==> src/rtl/core/dre_pkg.sv <==
// shared constants, divider request/response structs and sequencer states
// for the departure rate estimator; no dependencies
package dre_pkg;

    // fixed-point and queue width choices
    localparam int RATE_FRAC_BITS    = 16;
    localparam int QUEUE_BYTES_WIDTH = 24;

    // field widths
    localparam int PKT_W    = 16;
    localparam int QIN_W    = 24;
    localparam int TIME_W   = 48;
    localparam int THR_W    = 20;
    localparam int BYTES_W  = 32;
    localparam int RATE_W   = 40;
    localparam int DELAY_W  = 32;
    localparam logic [THR_W-1:0] THR_RESET = THR_W'(2000);

    // effective queue byte width after both masks
    localparam int QB_W = (QUEUE_BYTES_WIDTH < QIN_W) ? QUEUE_BYTES_WIDTH : QIN_W;

    // divider width covers both dividends and both divisors
    localparam int SAMPLE_DVD_W = BYTES_W + RATE_FRAC_BITS;
    localparam int DIV_W        = (SAMPLE_DVD_W > TIME_W) ? SAMPLE_DVD_W : TIME_W;
    localparam int CNT_W        = $clog2(DIV_W);

    typedef struct packed {
        logic             start;
        logic [DIV_W-1:0] dividend;
        logic [DIV_W-1:0] divisor;
    } div_req_t;

    typedef struct packed {
        logic             done;
        logic [DIV_W-1:0] quotient;
    } div_rsp_t;

    typedef enum logic [2:0] {
        ST_IDLE,
        ST_EVAL,
        ST_SAMPLE,
        ST_DELAY_GO,
        ST_DELAY,
        ST_FINISH
    } state_t;

endpackage

==> src/rtl/core/dre_div.sv <==
// radix-2 restoring divider, one quotient bit per cycle
// depends on dre_pkg
module dre_div
    import dre_pkg::*;
(
    input  logic     aclk,
    input  logic     aresetn,
    input  div_req_t req,
    output div_rsp_t rsp
);

    logic [DIV_W-1:0] rem_reg, rem_next;
    logic [DIV_W-1:0] quo_reg, quo_next;
    logic [DIV_W-1:0] den_reg, den_next;
    logic [CNT_W-1:0] cnt_reg, cnt_next;
    logic             busy_reg, busy_next;
    logic             done_reg, done_next;

    logic [DIV_W:0]   shifted;
    logic [DIV_W:0]   diff;
    logic             ge;

    // one shift-subtract step
    assign shifted = {rem_reg, quo_reg[DIV_W-1]};
    assign diff    = shifted - {1'b0, den_reg};
    assign ge      = (shifted >= {1'b0, den_reg});

    always_comb begin
        rem_next  = rem_reg;
        quo_next  = quo_reg;
        den_next  = den_reg;
        cnt_next  = cnt_reg;
        busy_next = busy_reg;
        done_next = 1'b0;
        if (busy_reg) begin
            rem_next = ge ? diff[DIV_W-1:0] : shifted[DIV_W-1:0];
            quo_next = {quo_reg[DIV_W-2:0], ge};
            cnt_next = cnt_reg + CNT_W'(1);
            if (cnt_reg == CNT_W'(DIV_W - 1)) begin
                busy_next = 1'b0;
                done_next = 1'b1;
            end
        end else if (req.start) begin
            rem_next  = '0;
            quo_next  = req.dividend;
            den_next  = req.divisor;
            cnt_next  = '0;
            busy_next = 1'b1;
        end
    end

    // control state
    always_ff @(posedge aclk) begin
        if (!aresetn) begin
            busy_reg <= 1'b0;
            done_reg <= 1'b0;
            cnt_reg  <= '0;
        end else begin
            busy_reg <= busy_next;
            done_reg <= done_next;
            cnt_reg  <= cnt_next;
        end
    end

    // datapath
    always_ff @(posedge aclk) begin
        rem_reg <= rem_next;
        quo_reg <= quo_next;
        den_reg <= den_next;
    end

    assign rsp.done     = done_reg;
    assign rsp.quotient = quo_reg;

endmodule

==> src/rtl/core/departure_rate_estimator.sv <==
// departure rate estimator top level: window tracking, rate averaging,
// queue delay; depends on dre_pkg and dre_div
//
// channel   direction  handshake             payload
// s_        in         s_valid / s_ready     packet_bytes, queue_bytes, now_ticks
// m_        out        m_valid / m_ready     rate_fixed, queue_delay_ticks, measuring,
//                                            rate_updated
// cfg_      in         cfg_valid / cfg_ready threshold_bytes (cfg_data)
//
// an item passes through ST_EVAL, ST_SAMPLE when a rate sample is taken, ST_DELAY_GO,
// ST_DELAY unless the rate is zero, and ST_FINISH, in that order;
// both divisions run on the one bit-per-cycle divider. s_ready is high only while
// the sequencer is idle. the result register frees the input side: a new item is
// taken while the previous result still waits on m_ready. reset is synchronous,
// active low, and clears window state, rate and the threshold to its default.
// cfg_ready is always high.
module departure_rate_estimator
    import dre_pkg::*;
(
    input  logic               aclk,
    input  logic               aresetn,

    input  logic               s_valid,
    output logic               s_ready,
    input  logic [PKT_W-1:0]   s_packet_bytes,
    input  logic [QIN_W-1:0]   s_queue_bytes,
    input  logic [TIME_W-1:0]  s_now_ticks,

    output logic               m_valid,
    input  logic               m_ready,
    output logic [RATE_W-1:0]  m_rate_fixed,
    output logic [DELAY_W-1:0] m_queue_delay_ticks,
    output logic               m_measuring,
    output logic               m_rate_updated,

    input  logic               cfg_valid,
    output logic               cfg_ready,
    input  logic [THR_W-1:0]   cfg_data
);

    state_t state_reg, state_next;

    logic [THR_W-1:0]   thr_reg;
    logic               win_open_reg, win_open_next;
    logic [TIME_W-1:0]  win_start_reg, win_start_next;
    logic [BYTES_W-1:0] win_bytes_reg, win_bytes_next;
    logic [RATE_W-1:0]  rate_reg, rate_next;
    logic               upd_reg, upd_next;
    logic [DELAY_W-1:0] delay_reg, delay_next;

    // latched input item
    logic [PKT_W-1:0]   pkt_reg;
    logic [QB_W-1:0]    qb_reg;
    logic [TIME_W-1:0]  now_reg;

    // result register
    logic               m_valid_reg, m_valid_next;
    logic [RATE_W-1:0]  o_rate_reg;
    logic [DELAY_W-1:0] o_delay_reg;
    logic               o_meas_reg;
    logic               o_upd_reg;
    logic               load_out;

    div_req_t div_req;
    div_rsp_t div_rsp;

    // window evaluation terms
    logic               opening;
    logic               open_now;
    logic [TIME_W-1:0]  start_now;
    logic [BYTES_W-1:0] base_bytes;
    logic [BYTES_W:0]   sum_bytes;
    logic [BYTES_W-1:0] bytes_now;
    logic               complete;
    logic               q_above;
    logic [TIME_W:0]    elapsed;
    logic               later;

    // sample and delay terms
    logic [RATE_W-1:0]  sample;
    logic [RATE_W:0]    rate_sum;
    logic [DELAY_W-1:0] delay_sat;

    logic s_acc;

    dre_div u_div (
        .aclk    (aclk),
        .aresetn (aresetn),
        .req     (div_req),
        .rsp     (div_rsp)
    );

    assign s_ready   = (state_reg == ST_IDLE);
    assign s_acc     = s_valid && s_ready;
    assign cfg_ready = 1'b1;

    // window update for the latched item
    assign opening    = !win_open_reg && (BYTES_W'(qb_reg) >= BYTES_W'(thr_reg));
    assign open_now   = win_open_reg || opening;
    assign start_now  = opening ? now_reg : win_start_reg;
    assign base_bytes = opening ? '0 : win_bytes_reg;
    assign sum_bytes  = {1'b0, base_bytes} + (BYTES_W + 1)'(pkt_reg);
    assign bytes_now  = sum_bytes[BYTES_W] ? '1 : sum_bytes[BYTES_W-1:0];
    assign complete   = open_now && (bytes_now >= BYTES_W'(thr_reg));
    assign q_above    = BYTES_W'(qb_reg) > BYTES_W'(thr_reg);
    assign elapsed    = {1'b0, now_reg} - {1'b0, start_now};
    assign later      = !elapsed[TIME_W] && (elapsed[TIME_W-1:0] != '0);

    // saturated sample and half-and-half average
    assign sample   = (|div_rsp.quotient[DIV_W-1:RATE_W]) ? '1
                                                          : div_rsp.quotient[RATE_W-1:0];
    assign rate_sum = {1'b0, rate_reg} + {1'b0, sample};

    // saturated queue delay
    assign delay_sat = (|div_rsp.quotient[DIV_W-1:DELAY_W]) ? '1
                                                            : div_rsp.quotient[DELAY_W-1:0];

    // sequencer
    always_comb begin
        state_next       = state_reg;
        win_open_next    = win_open_reg;
        win_start_next   = win_start_reg;
        win_bytes_next   = win_bytes_reg;
        rate_next        = rate_reg;
        upd_next         = upd_reg;
        delay_next       = delay_reg;
        load_out         = 1'b0;
        div_req.start    = 1'b0;
        div_req.dividend = DIV_W'(bytes_now) << RATE_FRAC_BITS;
        div_req.divisor  = DIV_W'(elapsed[TIME_W-1:0]);
        unique case (state_reg)
            ST_IDLE: begin
                if (s_acc) begin
                    state_next = ST_EVAL;
                end
            end
            ST_EVAL: begin
                upd_next = 1'b0;
                if (complete) begin
                    win_bytes_next = '0;
                    win_open_next  = q_above;
                    win_start_next = q_above ? now_reg : start_now;
                end else if (open_now) begin
                    win_open_next  = 1'b1;
                    win_start_next = start_now;
                    win_bytes_next = bytes_now;
                end
                if (complete && later) begin
                    div_req.start = 1'b1;
                    state_next    = ST_SAMPLE;
                end else begin
                    state_next = ST_DELAY_GO;
                end
            end
            ST_SAMPLE: begin
                if (div_rsp.done) begin
                    rate_next  = (rate_reg == '0) ? sample : rate_sum[RATE_W:1];
                    upd_next   = 1'b1;
                    state_next = ST_DELAY_GO;
                end
            end
            ST_DELAY_GO: begin
                div_req.dividend = DIV_W'(qb_reg) << RATE_FRAC_BITS;
                div_req.divisor  = DIV_W'(rate_reg);
                if (rate_reg == '0) begin
                    delay_next = '0;
                    state_next = ST_FINISH;
                end else begin
                    div_req.start = 1'b1;
                    state_next    = ST_DELAY;
                end
            end
            ST_DELAY: begin
                if (div_rsp.done) begin
                    delay_next = delay_sat;
                    state_next = ST_FINISH;
                end
            end
            ST_FINISH: begin
                if (!m_valid_reg || m_ready) begin
                    load_out   = 1'b1;
                    state_next = ST_IDLE;
                end
            end
            default: begin
                state_next = ST_IDLE;
            end
        endcase
    end

    assign m_valid_next = load_out || (m_valid_reg && !m_ready);

    // control and estimator state
    always_ff @(posedge aclk) begin
        if (!aresetn) begin
            state_reg     <= ST_IDLE;
            thr_reg       <= THR_RESET;
            win_open_reg  <= 1'b0;
            win_start_reg <= '0;
            win_bytes_reg <= '0;
            rate_reg      <= '0;
            upd_reg       <= 1'b0;
            m_valid_reg   <= 1'b0;
        end else begin
            state_reg     <= state_next;
            win_open_reg  <= win_open_next;
            win_start_reg <= win_start_next;
            win_bytes_reg <= win_bytes_next;
            rate_reg      <= rate_next;
            upd_reg       <= upd_next;
            m_valid_reg   <= m_valid_next;
            if (cfg_valid && cfg_ready) begin
                thr_reg <= cfg_data;
            end
        end
    end

    // item capture, delay and result payload
    always_ff @(posedge aclk) begin
        delay_reg <= delay_next;
        if (s_acc) begin
            pkt_reg <= s_packet_bytes;
            qb_reg  <= s_queue_bytes[QB_W-1:0];
            now_reg <= s_now_ticks;
        end
        if (load_out) begin
            o_rate_reg  <= rate_reg;
            o_delay_reg <= delay_reg;
            o_meas_reg  <= win_open_reg;
            o_upd_reg   <= upd_reg;
        end
    end

    assign m_valid             = m_valid_reg;
    assign m_rate_fixed        = o_rate_reg;
    assign m_queue_delay_ticks = o_delay_reg;
    assign m_measuring         = o_meas_reg;
    assign m_rate_updated      = o_upd_reg;

endmodule
==> config.mk <==
export PLATFORM = sky130hd
export DESIGN_NAME = departure_rate_estimator
export DESIGN_NICKNAME = d
export VERILOG_FILES = /design/src/rtl/core/dre_pkg.sv /design/src/rtl/core/dre_div.sv /design/src/rtl/core/departure_rate_estimator.sv
export SDC_FILE = /design/constraint.sdc
export NUM_CORES = 1
export LEC_CHECK = 0
export BUFFER_PORTS_ARGS = -buffer_cell sky130_fd_sc_hd__clkbuf_2
export CAP_MARGIN = 25
export CORE_AREA = 2 2 262 264
export DETAILED_ROUTE_END_ITERATION = 16
export DIE_AREA = 0 0 264 266
export GPL_TIMING_DRIVEN = 0
export SYNTH_ARGS = -nofsm -noshare
export SYNTH_HDL_FRONTEND = slang
export SYNTH_SLANG_ARGS = --single-unit
==> constraint.sdc <==
create_clock -name aclk -period 21.7 [get_ports aclk]
set_input_delay 2.17 -clock aclk [delete_from_list [all_inputs] [get_ports aclk]]
set_output_delay 2.17 -clock aclk [all_outputs]
set_load 0.05 [all_outputs]
# --- Word level (Yosys, flattened, before mapping) ---
# Index checks and enable logic that the tools add are counted.
op_classes:
  magnitude_cmp: 4
  n_eq_ne: 11
  reduce_logical: 29
  n_bitwise: 1
  n_mux: 42
  add_sub_neg: 5
op_table:
  columns: ["operator", "n"]
  rows:
  - ["48-bit two-way mux", 9]
  - ["32-bit two-way mux", 7]
  - ["96-bit two-way mux", 1]
  - ["40-bit two-way mux", 2]
  - ["32-bit one-hot mux with 2 select lines", 1]
  - ["49-bit by 48-bit >= comparator with 1-bit output", 1]
  - ["48-bit by 48-bit subtractor with 49-bit output", 1]
  - ["48-bit nonzero test", 1]
  - ["48-bit subtractor", 1]
  - ["40-bit by 40-bit adder with 41-bit output", 1]
  - ["40-bit logical NOT", 1]
  - ["32-bit by 16-bit adder with 33-bit output", 1]
  - ["32-bit by 20-bit >= comparator with 1-bit output", 1]
  - ["24-bit by 20-bit >= comparator with 1-bit output", 1]
  - ["24-bit by 20-bit > comparator with 1-bit output", 1]
  - ["3-bit one-hot mux with 6 select lines", 1]
  - ["16-bit OR reduction", 1]
  - ["1-bit two-way mux", 13]
  - ["3-bit two-way mux", 4]
  - ["6-bit two-way mux", 2]
  - ["2-bit AND reduction", 5]
  - ["2-bit nonzero test", 4]
  - ["8-bit OR reduction", 1]
  - ["6-bit by 1-bit adder with 6-bit output, second input constant", 1]
  - ["other kinds (14)", 30]
totals:
  input_bits: 113
  regBits: 492
  word_cells: 115

# --- Longest topological paths before layout ---
logic_depth:
  word_depth: 12
  mapped_depth: 37

# --- Hierarchy ---
# From an unflattened synthesis, not the netlist that was laid out.
unflattened:
  cells_unflattened: 3183
  hier_area_um2: 30954.7
modules_own_cells:
  columns: ["mod", "seq_area_each_um2", "cells_per_inst", "instances", "area_per_inst_um2"]
  rows:
  - ["departure_rate_estimator", 8748.4, 2340, 1, 21748.4]
  - ["dre_div", 4484.3, 843, 1, 9206.3]

# --- Worst setup path before layout ---
# No wires, ideal clock.
synth_path:
  kind: "register to register"
  from: "register qb_reg[0]"
  to: "register u_div.cnt_reg[2]"
  path_stages_with_launch: 36
  setup_slack_ns: 12.673
  period_less_slack_ns: 9.027
  arrival_time_ns: 8.758
  t_required_ns: 21.430
  path_cell_list: "edfxtp_1 -> inv_1 -> ha_1 -> nand2b_1 -> a21o_1 -> a211o_1 -> a31oi_2 -> a21o_1 -> buf_4 -> clkbuf_1 -> clkbuf_1 -> and2_1 -> ha_1 -> fa_1 -> a211oi_1 -> o211a_1 -> nor3_2 -> a21oi_2 -> nor3_2 -> nand2_1 -> nor2_1 -> clkbuf_1 -> nor2_1 -> inv_1 -> ha_1 -> and4_1 -> a21oi_1 -> a21o_1 -> a31oi_1 -> o21a_1 -> or4_1 -> or3_1 -> buf_4 -> nand3_1 -> o21ai_2 -> a311oi_2"
synth_via:
  elab_chain_len: 11
synth_lines:
  columns: ["item", "line", "rtl"]
  rows:
  - ["start, declared", "departure_rate_estimator.sv:53", "logic [QB_W-1:0] qb_reg;"]
  - ["start signal, assigned", "departure_rate_estimator.sv:223", "qb_reg <= s_queue_bytes[QB_W-1:0];"]
  - ["24-bit by 20-bit >= comparator with 1-bit output (*)", "departure_rate_estimator.sv:98", "assign opening = !win_open_reg && (BYTES_W'(qb_reg) >= BYTES_W'(thr_reg));"]
  - ["1-bit logical AND (*)", "departure_rate_estimator.sv:98", null]
  - ["32-bit two-way mux", "departure_rate_estimator.sv:101", "assign base_bytes = opening ? '0 : win_bytes_reg;"]
  - ["32-bit by 16-bit adder with 33-bit output", "departure_rate_estimator.sv:102", "assign sum_bytes = {1'b0, base_bytes} + (BYTES_W + 1)'(pkt_reg);"]
  - ["32-bit two-way mux", "departure_rate_estimator.sv:103", "assign bytes_now = sum_bytes[BYTES_W] ? '1 : sum_bytes[BYTES_W-1:0];"]
  - ["32-bit by 20-bit >= comparator with 1-bit output", "departure_rate_estimator.sv:104", "assign complete = open_now && (bytes_now >= BYTES_W'(thr_reg));"]
  - ["1-bit logical AND", "departure_rate_estimator.sv:104", null]
  - ["1-bit logical AND (*)", "departure_rate_estimator.sv:148", "if (complete && later) begin"]
  - ["1-bit two-way mux (*)", "departure_rate_estimator.sv:148", null]
  - ["1-bit one-hot mux with 2 select lines (*)", "departure_rate_estimator.sv:131", "unique case (state_reg)"]
  - ["2-bit nonzero test (no line) (*)", null, null]
  - ["end signal, assigned", "dre_div.sv:61", "cnt_reg <= cnt_next;"]
  - ["end, declared", "dre_div.sv:15", "logic [CNT_W-1:0] cnt_reg, cnt_next;"]
# Mark *: on every way between the ends. The rest lies on a longest branch, timed or not.
# A chain may end at the register's enable or synchronous reset.

# --- Final worst setup path ---
layout_path:
  from: "register qb_reg[9]"
  to: "register u_div.rem_reg[12] (enable)"
layout_via:
  elab_chain_len: 11
layout_lines:
  columns: ["item", "line", "rtl"]
  rows:
  - ["24-bit by 20-bit >= comparator with 1-bit output (*)", "departure_rate_estimator.sv:98", null]
  - ["1-bit logical AND (*)", "departure_rate_estimator.sv:98", null]
  - ["32-bit two-way mux", "departure_rate_estimator.sv:101", null]
  - ["32-bit by 16-bit adder with 33-bit output", "departure_rate_estimator.sv:102", null]
  - ["32-bit two-way mux", "departure_rate_estimator.sv:103", null]
  - ["32-bit by 20-bit >= comparator with 1-bit output", "departure_rate_estimator.sv:104", null]
  - ["1-bit logical AND", "departure_rate_estimator.sv:104", null]
  - ["1-bit logical AND (*)", "departure_rate_estimator.sv:148", null]
  - ["1-bit two-way mux (*)", "departure_rate_estimator.sv:148", null]
  - ["1-bit one-hot mux with 2 select lines (*)", "departure_rate_estimator.sv:131", null]
  - ["2-bit nonzero test (no line) (*)", null, null]
  - ["end signal, assigned", "dre_div.sv:67", "rem_reg <= rem_next;"]
  - ["end, declared", "dre_div.sv:12", "logic [DIV_W-1:0] rem_reg, rem_next;"]
# Marks and branches as above.

==> run_results.csv <==
group,metric,value,unit
synthesis,postSynthCellCount,3095,
place,dp_cells,4173,
run_status,status,"finished clean",
synthesis,async_flop_share,0,%
final_layout,final_cell_area,33740,um2
floorplan,dieArea,70220,um2
routing,drt-initial-drc-count,2381,
final_layout,fin_util,49.80,%
timing,timing.setup.tns,0,ps
timing,tightestPinTransition,1115,ps
flow_run,maxCapViolations,0,
timing,final_max_slew_viol_count,0,
synthesis,synth_edf_count,338,
timing,fmax,99.46,MHz
clock_network,cts_setup_buffers,0,
synthesis,synth.yosys.seq_area_share,44.84,%
routing,num_vias,24790,
timing,fin_crit,10050,ps
setup_path,r2r_start,"qb_reg[9]$_DFFE_PP_",
setup_path,cpMostUsedCell,"a21o_1",
place,placement.io_buffers,186,
setup_path,cp_slowest_cell,"o31ai_1",
global_route,antenna_found_initial,0,
setup_path,crit_buf_inv,9,
min_path,hold_class,"flip-flop to flip-flop",
routing,post_drt_wl_per_cell,21.26,um
clock_network,cts_resized,0,
routing,routed_wl,90930,um
timing,period_share,46.34,%
synthesis,yosysMostFrequentCell,"edfxtp_1",
clock_network,clock-sinks,492,
global_route,grt_max_degree,49,
power_and_ir_drop,p_comb_share,46.1,%
setup_path,start_kind,"flip-flop",
synthesis,yosysTopAreaCellShare,34.39,%
clock_network,cts_buffer_depth,3,
floorplan,io_pins,190,
synthesis,syn_area,29510,um2
min_path,holdPathStages,0,
synthesis,synth-seq-cells,492,
timing,maxSlewHeadroom,24.96,%
final_layout,drive_gt1_share,11.78,%
setup_path,worstPathMaxFanout,27,
clock_network,cts_tree,"built",
timing,rsz0062_at_grt,"false",
clock_network,root_buffer,"clkbuf_16",
floorplan,die_y,266,um
routing,drc_errors,0,
synthesis,ys_top_cells_by_area,"edfxtp_1, dfxtp_1, ha_1",
floorplan,die_width,264,um
power_and_ir_drop,p_switching,0.001788,W
final_layout,num_antenna_cells,0,
setup_path,crit_family,"simple AND/OR/NAND/NOR gates",
synthesis,synth_flop_cell,"edfxtp_1",
synthesis,yosys-top-cells-count,"edfxtp_1, nand2_1, o21ai_0",
routing,first_pass_iters,5,
min_path,hold_end,"m_queue_delay_ticks[19]$_DFFE_PP_",
setup_path,max_stage_delay,580,ps
synthesis,synth.largest_area_cell,"edfxtp_1",
final_layout,nNetsFinal,3660,
place,gp_congestion,0.9625,
clock_network,cts_buffers,54,
min_path,holdCritStartpoint,"delay_reg[19]$_SDFFCE_PP0P_",
final_layout,syn2layout_area_growth,14.33,%
clock_network,clk_pin_slew,60,ps
synthesis,synth_cell_type_count,88,
power_and_ir_drop,peakVddDrop,0.08405,mV
power_and_ir_drop,power,0.004303,W
power_and_ir_drop,clkPwrFrac,22.7,%
setup_path,critical_path_class,"flip-flop to flip-flop",
power_and_ir_drop,sw_frac_of_total,41.55,%
synthesis,synth_nets,3404,
timing,setup_viol,0,
global_route,grt_util_all_layers,25.56,%
global_route,grt_pass1_vias,24060,
power_and_ir_drop,p_leak,13.75,nW
place,post_dp_cell_area,31810,um2
setup_path,critPathCaptureType,"flip-flop",
floorplan,design.core.area,67750,um2
timing,finalHoldViolations,0,
floorplan,start_util,43.56,%
clock_network,insertion_delay,640,ps
global_route,grt_pass1_wl,140100,um
routing,vias_per_cell,5.794,
power_and_ir_drop,power.density,127.5,nW/um2
setup_path,r2r-end,"u_div.rem_reg[12]$_SDFFCE_PN0P_",
global_route,overflow,0,
floorplan,rows,96,
routing,ant_nets,0,
power_and_ir_drop,seq_power_share,31.2,%
clock_network,cts-hold-fix-buffers,0,
synthesis,ys_warn_count,0,
setup_path,crit_arrival,10430,ps
final_layout,stdcell_count,4278,
setup_path,rr_worst_depth,36,
timing,finClkSkew,39.77,ps
setup_path,r2r_slack,11650,ps
power_and_ir_drop,internal_power,0.002515,W
setup_path,required,22080,ps
place,dpl.hpwl,70690,um
synthesis,avgSynthCellArea,9.535,um2
clock_network,ctsHtreeMaxLevel,2,
## layout make-up
cell class	instances	area, um2
fillers	6452	34010
multi-input cells	2327	15200
flip-flops and latches	492	13230
clock buffers	75	1511
repair buffers	200	1189
well taps	882	1104
plain buffers	150	650.6
inverters	126	473.0
clock inverters	26	379.1
## per-stage QoR
stage	hold slack, ps	setup slack, ps
after floorplan	400.3	12670
after global placement	402.3	9243
after detailed placement	404.5	11720
after CTS	418.7	11650
after global routing	426.8	10940
final	417.7	11650
## per-layer routing
layer / GRT usage (%) / vias to the layer above / share of wire, %
li1: - / 11860 / -
met1: 35.64 / 12010 / 45
met2: 41.51 / 769 / 46
met3: 3.059 / 144 / 6.0
met4: 8.108 / 0 / 3.0
met5: 0 / - / 0
## placed cells by master, fill, tap and decap left out, drive strengths merged, types with 9 or more instances in the layout
cell,synthesis,final
nor2,212,212
o21bai,14,14
or2,47,47
a31oi,31,31
a211o,11,11
clkinv,0,14
mux2,13,13
nand2,317,317
clkbuf,117,379
o31ai,20,20
o21a,62,62
o211ai,28,28
a21oi,212,212
mux2i,76,76
o21ai,264,264
nand4,37,37
nor2b,26,26
ha,192,192
xnor2,80,80
edfxtp,338,338
and2,92,92
a211oi,33,33
nand3,96,96
a21o,88,88
xor2,51,51
buf,33,45
and4,9,9
a2111oi,12,12
or3,18,18
nand2b,22,22
nor3b,9,9
and3,47,47
inv,126,127
nor4,22,22
a311oi,16,16
dfxtp,154,154
nor3,70,70
## worst reg2reg max path: cells and delay by family, from the launching register on
| kind | cells | cell delay, ps |
|---|---|---|
| compound gates | 13 | 3000 |
| simple gates | 10 | 3090 |
| buf+inv | 9 | 2290 |
| fa+ha+maj | 4 | 1000 |
| flops | 1 | 410 |
## power by group through the flow
| stage | Clock [W] | Combinational, W | Sequential [W] |
|---|---|---|---|
| after CTS | 0.00100 | 0.00194 | 0.00134 |
| final | 0.000978 | 0.00198 | 0.00134 |
| after global routing | 0.00104 | 0.00216 | 0.00136 |
| after detailed placement | 0 | 0.00192 | 0.00136 |
| after floorplan | 0 | 0.00131 | 0.00135 |
| after global placement | 0 | 0.00187 | 0.00138 |
## logic make-up after synthesis
family / count (synthesis) / share of synthesized area, %
adders and majority gates: 196 / 8.412
other: 1 / 0.01271
muxes: 89 / 3.074
DFF: 492 / 44.84
xor gates and xnor gates: 131 / 3.888
buffers and inverters: 276 / 3.808
AOI/OAI and AO/OA: 868 / 18.64
and+or+nand+nor: 1042 / 17.32
## how the worst max path moves through the flow
stage	slack [ps]	cells past startpoint	start	end
floorplan	12670	35	qb_reg[0]$_DFFE_PP_	u_div.cnt_reg[2]$_SDFFE_PN0P_
global placement	9240	35	qb_reg[9]$_DFFE_PP_	u_div.cnt_reg[2]$_SDFFE_PN0P_
detailed placement	11720	37	qb_reg[9]$_DFFE_PP_	u_div.rem_reg[20]$_SDFFCE_PN0P_
CTS	11650	37	qb_reg[9]$_DFFE_PP_	u_div.rem_reg[12]$_SDFFCE_PN0P_
global route	10940	37	qb_reg[9]$_DFFE_PP_	u_div.rem_reg[12]$_SDFFCE_PN0P_
finish	11650	36	qb_reg[9]$_DFFE_PP_	u_div.rem_reg[12]$_SDFFCE_PN0P_
Power figures use the tool's default switching activity.
